<file path="config.mk">
export PLATFORM = sky130hd
export DESIGN_NAME = evr_cordic_cell
export DESIGN_NICKNAME = d
export VERILOG_FILES = /design/src/rtl/euler_vector_rotation_defines.svh /design/src/rtl/evr_pkg.sv /design/src/rtl/evr_cordic_cell.sv
export SDC_FILE = /design/constraint.sdc
export NUM_CORES = 1
export LEC_CHECK = 0
export CORE_AREA = 5 5 175 177
export DETAILED_ROUTE_END_ITERATION = 10
export DIE_AREA = 0 0 180 182
export DONT_BUFFER_PORTS = 1
export MAX_ROUTING_LAYER = met4
export PLACE_DENSITY_LB_ADDON = 0.25
export SETUP_SLACK_MARGIN = 0.2
export SKIP_LAST_GASP = 1
export SYNTH_ARGS = -nofsm -noshare
export SYNTH_HDL_FRONTEND = slang
export SYNTH_SLANG_ARGS = --single-unit
</file>
<file path="constraint.sdc">
create_clock -name clk -period 3.25 [get_ports clk]
set_input_delay 0.1625 -clock clk [delete_from_list [all_inputs] [get_ports clk]]
set_output_delay 0.1625 -clock clk [all_outputs]
set_load 0.02 [all_outputs]
</file>
<file path="src/rtl/euler_vector_rotation_defines.svh">
// Assertion macros shared by the rotation block.
// Expects clk and rst in the scope of each use.
`ifndef EULER_VECTOR_ROTATION_DEFINES_SVH
`define EULER_VECTOR_ROTATION_DEFINES_SVH
`ifndef SYNTHESIS
`define EVR_ASSERT_IMPL(label, ante, cons) \
  label: assert property (@(posedge clk) disable iff (rst) (ante) |-> (cons)) \
    else $error("assertion failed");
`define EVR_ASSERT_NEXT(label, ante, cons) \
  label: assert property (@(posedge clk) disable iff (rst) (ante) |=> (cons)) \
    else $error("assertion failed");
`define EVR_ASSERT_AFTER_RESET(label, cons) \
  label: assert property (@(posedge clk) rst |=> (cons)) \
    else $error("assertion failed");
`else
`define EVR_ASSERT_IMPL(label, ante, cons)
`define EVR_ASSERT_NEXT(label, ante, cons)
`define EVR_ASSERT_AFTER_RESET(label, cons)
`endif
`endif

</file>
<file path="src/rtl/evr_pkg.sv">
// Types and constants of the Euler vector rotation block.
// No dependencies.
`default_nettype none
package evr_pkg;
  localparam int CORDIC_STEPS = 24;
  localparam int XW = 33;
  localparam int ZW = 32;
  localparam int FRAC_SHIFT = 30;
  localparam int K_W = 46;
  localparam int KL_W = 23;
  localparam logic signed [XW-1:0] CORDIC_GAIN = 33'sd652032874;
  localparam logic [K_W-1:0] K_RADIANS = 46'd44798133900177;
  localparam logic [K_W-1:0] K_DEGREES = 46'd781874935307;
  localparam logic [0:0] CFG_ANGLES_IN_DEGREES = 1'b0;
  localparam logic [0:0] CFG_REVERSE_ROTATION = 1'b1;
  localparam logic [ZW-1:0] ATAN_TURNS [CORDIC_STEPS] = '{
    32'd536870912, 32'd316933406, 32'd167458907, 32'd85004756, 32'd42667331,
    32'd21354465, 32'd10679838, 32'd5340245, 32'd2670163, 32'd1335087,
    32'd667544, 32'd333772, 32'd166886, 32'd83443, 32'd41722, 32'd20861,
    32'd10430, 32'd5215, 32'd2608, 32'd1304, 32'd652, 32'd326, 32'd163, 32'd81
  };

  typedef enum logic [1:0] {AXIS_X, AXIS_Y, AXIS_Z} axis_t;
  typedef enum logic [1:0] {Q_I, Q_II, Q_III, Q_IV} quad_t;
endpackage
`default_nettype wire

</file>
<file path="src/rtl/evr_cordic_cell.sv">
// One CORDIC rotation step, registered.
// Depends on evr_pkg.
`default_nettype none
module evr_cordic_cell
  import evr_pkg::*;
#(
  parameter int STEP = 0
) (
  input  wire logic                 clk,
  input  wire logic                 en,
  input  wire logic signed [XW-1:0] x_in,
  input  wire logic signed [XW-1:0] y_in,
  input  wire logic signed [ZW-1:0] z_in,
  output logic signed [XW-1:0]      x_out,
  output logic signed [XW-1:0]      y_out,
  output logic signed [ZW-1:0]      z_out
);
  logic signed [XW-1:0] dx;
  logic signed [XW-1:0] dy;
  logic signed [ZW-1:0] da;

  assign dx = y_in >>> STEP;
  assign dy = x_in >>> STEP;
  assign da = $signed(ATAN_TURNS[STEP]);

  always_ff @(posedge clk) begin
    if (en) begin
      if (!z_in[ZW-1]) begin
        x_out <= x_in - dx;
        y_out <= y_in + dy;
        z_out <= z_in - da;
      end else begin
        x_out <= x_in + dx;
        y_out <= y_in - dy;
        z_out <= z_in + da;
      end
    end
  end
endmodule
`default_nettype wire

</file>
==> results.py, run 1 <==
metrics = {
    "pwr": {
        "ir_worst_vdd_v": 0.000223,
        "power_per_cell_area_nw_per_um2": 447,
        "leakage_nw": 3.94,
    },
    "global_route": {
        "overflow": 0,
        "antenna_found_initial": 0,
        "grt_usage_pct": 16.9,
        "grt_max_degree": 98,
        "grt_pass1_wl_um": 42300,
        "grt_pass1_vias": 6906,
    },
    "setup_path": {
        "crit_type": "in2reg",
        "cp_max_fo": 4,
        "critical_path_required_ns": 3.36,
        "start_kind": "primary input",
        "cp.arrival_ns": 2.75,
        "end_kind": "flop",
    },
    "logic_synthesis": {
        "synthXorXnorAreaFrac_pct": 6.46,
        "synth_compound_area_share_pct": 22.3,
        "syn_nets": 1152,
        "ys_ff_latch": 97,
        "syn_inst": 952,
        "synth.cell_area_um2": 8540,
        "synth_fa_ha_area_share_pct": 15.0,
        "synthMuxAreaShare_pct": 2.14,
        "async_reset_ff_share_pct": 0,
        "avgSynthCellArea_um2": 8.97,
        "yosysSeqAreaShare_pct": 34.1,
        "yosys.area_share.simple_pct": 12.8,
        "ys.flop_type": "edfxtp_1",
        "yosys_warnings": 0,
        "netlist-cell-type-count": 74,
        "synth_top_family_by_area": "compound AO/OA/AOI/OAI gates",
        "synth_edf_count": 97,
    },
    "floorplanning": {
        "start_util_pct": 29.4,
        "io_pins": 198,
        "chipHeight_um": 182,
        "die_w_um": 180,
        "die_area_um2": 32800,
        "rows": 63,
        "coreArea_um2": 29100,
    },
    "timing": {
        "slew_headroom_pct": 29.1,
        "hold_slack_ns": 0.0316,
        "setup_tns_ns": 0,
        "rsz0062_at_grt": "false",
        "fin_crit_ns": 2.64,
        "worst_pin_slew_ns": 1.06,
        "slew_violations": 0,
        "max_freq_mhz": 379,
        "hold_viol": 0,
        "finalCritPeriodShare_pct": 81.1,
        "final-setup-viol-count": 0,
    },
    "placement": {
        "portBuffers": 0,
        "gp_congestion": 0.917,
        "place.detailed.hpwl_um": 22000,
        "placed_cell_area_um2": 9040,
    },
    "clock_tree": {
        "cts_tree": "done",
        "ctsRootBufferMaster": "clkbuf_16",
        "clk_pin_slew_worst_paths_ns": 0.08,
        "cts.path.max_buffers": 2,
        "cts_sinks": 97,
        "cts_made_buffers": 9,
        "ctsResizeCount": 0,
        "htreeDepth": 3,
    },
    "detailed_routing": {
        "finalWirelength_um": 27600,
        "drt_iter0_drc": 472,
        "wl_per_cell_um": 20.1,
        "vias_per_cell": 5.11,
        "postRouteAntennaNets": 0,
        "route.detailed.drc": 0,
        "dr.pass1.iters": 5,
        "dr_total_vias": 7021,
    },
    "final_layout": {
        "drive_above_1_share_pct": 8.23,
        "fin_util_pct": 33.3,
        "syn2layout_area_growth_pct": 13.3,
        "final_area_um2": 9670,
        "antenna_cells": 0,
        "fin_nets": 1179,
    },
    "hold_path": {
        "hold_end": "z_out[30]",
        "whs_path_depth": 1,
        "hp-start": "z_in[30]",
        "hp-class": "in2reg",
    },
    "outcome": {
        "status": "finished clean",
    },
    "run": {
        "drv_cap": 0,
    },
}
[state kept, by name (all words and copies together) (netlist names)]
signal / cells
x_out: 33
y_out: 32
z_out: 32
[stage by stage]
stage | total power [mW] | setup WS (ns) | std cells
after floorplan | 2.79 | 0.611 | 952
after global placement | 3.18 | 0.223 | 1327
after detailed placement | 3.17 | 0.243 | 1327
after CTS | 4.37 | 0.628 | 1374
after global routing | 4.55 | 0.407 | 1374
final | 4.32 | 0.613 | 1374
[power breakdown]
part           internal (mW)  switching [mW]
sequential              1.63           0.317
clock                  0.551           0.567
combinational          0.498           0.758
total                   2.68            1.64
[worst max path at each step]
stage             start        end  cells after the start
2_1_floorplan   x_in[0]  y_out[32]                     11
3_3_place_gp   x_in[12]  x_out[31]                     11
3_5_place_dp    x_in[0]  y_out[32]                     11
4_1_cts         x_in[0]  y_out[32]                     11
5_1_grt         x_in[5]  y_out[25]                     12
6_report        x_in[0]  y_out[32]                     11
[layer usage]
metal	vias to the layer above	track usage (%)	wire, um
met5	-	-	0
met1	3322	23.2	12900
li1	3426	-	-
met3	18	5.11	2460
met2	255	24.5	11900
met4	0	3.81	284
[synth_stat cells (7+ instances only)]
cell type / count / area share, %
nor3_1: 10 / 0.59
and2_1: 8 / 0.59
edfxtp_1: 97 / 34
clkbuf_1: 22 / 0.97
o31ai_1: 7 / 0.62
a21o_1: 14 / 1.2
inv_2: 8 / 0.35
o211ai_1: 11 / 0.97
nand4_1: 13 / 0.95
nand3_1: 13 / 0.76
nand2b_1: 7 / 0.51
xnor2_1: 54 / 5.5
nor2_1: 85 / 3.7
o21ai_0: 49 / 2.9
a211oi_1: 8 / 0.70
nand2_1: 52 / 2.3
a21oi_1: 102 / 6.0
xor2_1: 9 / 0.92
buf_2: 12 / 0.70
o21ai_1: 17 / 1.0
nor2b_1: 11 / 0.81
o21bai_1: 15 / 1.3
inv_1: 96 / 4.2
ha_1: 96 / 14
mux2i_1: 16 / 1.9
nor4_1: 9 / 0.66
a31oi_1: 9 / 0.66
[cell type report]
| class | instances | area, um^2 |
|---|---|---|
| inverters | 105 | 394 |
| well taps | 390 | 488 |
| fillers | 3000 | 19400 |
| multi-input cells | 705 | 5020 |
| repair buffers | 61 | 553 |
| flip-flops and latches | 97 | 2910 |
| clock buffers | 9 | 225 |
| clock inverters | 7 | 82.6 |
[cell usage in the layout (no fill, tap or decap), types with 10 or more instances in the layout]
master	Yosys	layout
o21ai_1	17	17
nand2_1	52	52
nor2_1	85	85
nor2b_1	11	11
buf_4	4	30
nor3_1	10	10
a21oi_1	102	102
nand3_1	13	13
a21o_1	14	14
dlygate4sd3_1	0	30
o21ai_0	49	49
ha_1	96	96
xnor2_1	54	54
inv_1	96	96
edfxtp_1	97	97
o21bai_1	15	15
mux2i_1	16	16
o211ai_1	11	11
nand4_1	13	13
[critical path: stages]
cell and delay, ns:
ha_1 0.23, fa_1 0.42, nor2b_1 0.17, o211ai_1 0.22, and3_1 0.23, o311a_4 0.25, o21bai_4 0.07, a31oi_1 0.34
o21ai_2 0.14, a221o_1 0.35, xor2_1 0.14
[timing repair]
item,4_1_cts,5_1_grt
setup endpoints to repair,0,0
buffers inserted,0,0
hold endpoints to repair,127,0
hold buffers,31,0
[cell families (layout without fill, tap and decap cells)]
family,count (synthesis),in the layout
flops,97,97
simple gates,232,232
fa+ha+maj,100,100
compound gates,292,292
buf+inv,150,182
xor+xnor,63,63
mux,18,18
Power figures use the tool's default switching activity.
==> inputs of run 2 (changes only) <==
Settings changed: ABC_AREA set to 1, CORE_AREA 5 5 175 177 to 5 5 195 197, DIE_AREA 0 0 180 182 to 0 0 200 202.
Clock period 3.25 ns to 2.5 ns, I/O delays scaled along.
==> run 2 against run 1 <==
Effect of this change:
- the run now ends with negative hold slack left
- total power increased by 35%
- clock-buffer cell count increased by 1
- combinational power increased by 60%
- wire length increased by 45%
- design area increased by 21%
- via count increased by 48%
- final cell count increased by 60%
- non-clock buffer count decreased by 10
- critical endpoint is now y_out[9]
- largest cell class unchanged
==> results.py, run 2 <==
metrics = {
    "outcome": {
        "status": "finished with violations",
        "violations": "negative hold slack",
    },
    "placement": {
        "place.detailed.hpwl_um": 33400,
        "dp_slack_ns": 0.122,
        "portBuffers": 0,
        "gp_congestion": 0.963,
    },
    "floorplanning": {
        "die_w_um": 200,
        "start_util_pct": 29.5,
        "io_pins": 198,
        "die_area_um2": 40400,
        "coreArea_um2": 36100,
        "chipHeight_um": 202,
        "rows": 70,
    },
    "clock_tree": {
        "cts_tree": "done",
        "ctsRootBufferMaster": "clkbuf_16",
        "ctsResizeCount": 0,
        "htreeDepth": 3,
        "cts_setup_buffers": 0,
        "cts_sinks": 97,
        "ctsHoldBuffers": 33,
        "cts.path.max_buffers": 2,
        "clk_pin_slew_worst_paths_ns": 0.08,
        "cts_made_buffers": 9,
    },
    "global_route": {
        "overflow": 0,
        "grt_max_degree": 98,
        "grt_usage_pct": 20.0,
        "grt_pass1_wl_um": 59300,
        "grt_pass1_vias": 9876,
        "antenna_found_initial": 1,
    },
    "logic_synthesis": {
        "yosysSeqAreaShare_pct": 27.3,
        "ys_ff_latch": 97,
        "syn_nets": 1914,
        "synth_area_leaders": "edfxtp_1, nand2_1, inv_1",
        "ys_top_cells_by_count": "nand2_1, inv_1, nand3_1",
        "netlist-cell-type-count": 29,
        "yosysTopAreaCellShare_pct": 27.3,
        "yosys.area.top_type": "edfxtp_1",
        "synth.cell_area_um2": 10700,
        "avgSynthCellArea_um2": 6.22,
        "async_reset_ff_share_pct": 0,
        "ys.flop_type": "edfxtp_1",
        "syn_inst": 1714,
        "yosys_warnings": 0,
        "synth_most_common_cell": "nand2_1",
        "synth_edf_count": 97,
    },
    "detailed_routing": {
        "route.layer.met1.wl_um": 19200,
        "dr.pass1.iters": 6,
        "wl_per_cell_um": 18.1,
        "route.detailed.drc": 0,
        "vias_per_cell": 4.70,
        "wl_met2_um": 17200,
        "dr_total_vias": 10400,
        "postRouteAntennaNets": 0,
        "drt_iter0_drc": 869,
        "finalWirelength_um": 39900,
        "top_layer_used": "met4",
        "met3RoutedLength_um": 2550,
    },
    "timing": {
        "slew_headroom_pct": 29.0,
        "slew_violations": 0,
        "finalCritPeriodShare_pct": 80.3,
        "fin_crit_ns": 2.01,
        "hold_slack_ns": -0.133,
        "rsz0062_at_grt": "false",
        "final-setup-viol-count": 0,
        "layout_setup_ws_ns": 0.492,
        "worst_pin_slew_ns": 1.06,
        "hold_viol": 98,
        "max_freq_mhz": 498,
        "setup_tns_ns": 0,
    },
    "setup_path": {
        "critical_path_required_ns": 2.73,
        "cp_max_fo": 11,
        "start_kind": "primary input",
        "end_kind": "flop",
        "cp.arrival_ns": 2.23,
        "crit_type": "in2reg",
    },
    "hold_path": {
        "whs_path_depth": 0,
        "hp-class": "in2reg",
    },
    "run": {
        "drv_cap": 0,
    },
    "final_layout": {
        "syn2layout_area_growth_pct": 9.92,
        "antenna_cells": 0,
        "reg_top3": "x_out (33), y_out (32), z_out (32)",
        "fin_nets": 1932,
        "layout_commonest_cell": "nand2_1",
        "largest_reg_flops": 33,
        "drive_above_1_share_pct": 2.71,
        "fin_util_pct": 32.5,
        "final_cell_mix": "nand2_1, inv_1, nand3_1",
        "regMostFlops": "x_out",
    },
    "pwr": {
        "finalPower_mw": 5.85,
        "ir_worst_vdd_v": 0.000333,
        "leakage_nw": 6.36,
        "power_per_cell_area_nw_per_um2": 500,
    },
}
==> run 2: area by class of cell <==
| cell class | instances | area [um^2] |
|---|---|---|
| well taps | 468 | 586 |
| inverters | 353 | 1330 |
| flip-flops and latches | 97 | 2910 |
| fillers | 4075 | 24400 |
| repair buffers | 51 | 465 |
| clock buffers | 10 | 229 |
| multi-input cells | 1220 | 6140 |
| clock inverters | 5 | 56.3 |
==> run 2: worst paths after layout <==
kind | from | to | slack [ns]
worst max-delay path | x_in[6] | y_out[9] | 0.49
worst min-delay path | en | y_out[5] | -0.13
==> run 2: logic make-up (layout without fill, tap and decap cells) <==
| kind of cell | count (synthesis) | count (layout) | share of synthesized area (%) |
|---|---|---|---|
| AOI/OAI and AO/OA | 131 | 131 | 6.55 |
| xor gates and xnor gates | 24 | 24 | 1.97 |
| adders and majority gates | 100 | 100 | 12.0 |
| buffers and inverters | 397 | 419 | 15.1 |
| DFF | 97 | 97 | 27.3 |
| and+or+nand+nor | 965 | 965 | 37.1 |
==> run 2: where the power goes <==
part | internal, mW | leakage [nW] | total [mW] | switching, mW
clock network | 0.773 | 0.140 | 1.43 | 0.653
logic | 0.630 | 5.27 | 2.01 | 1.38
registers | 2.06 | 0.948 | 2.42 | 0.355
==> run 2: worst max-delay path, cell delays in order <==
cell and delay (ns):
inv_1 0.02, ha_1 0.50, nand2_1 0.23, nor2_1 0.28
nand3_1 0.12, nand3_1 0.22, xor2_1 0.10, o21ai_0 0.44
buf_4 0.19
==> run 2: stage by stage <==
step	area (um^2)	hold slack, ns	instances
global placement	11100	0.224	2156
CTS	11700	-0.149	2204
finish	11700	-0.133	2204
floorplan	10700	0.224	1714
detailed placement	11100	0.224	2156
global route	11700	-0.150	2204
==> run 2: metal layers <==
layer  GRT usage [%]  up-vias
li1                -     5307
met1            28.6     4695
met2            29.4      318
met3            3.12       41
met4            5.26        0
met5               -        -
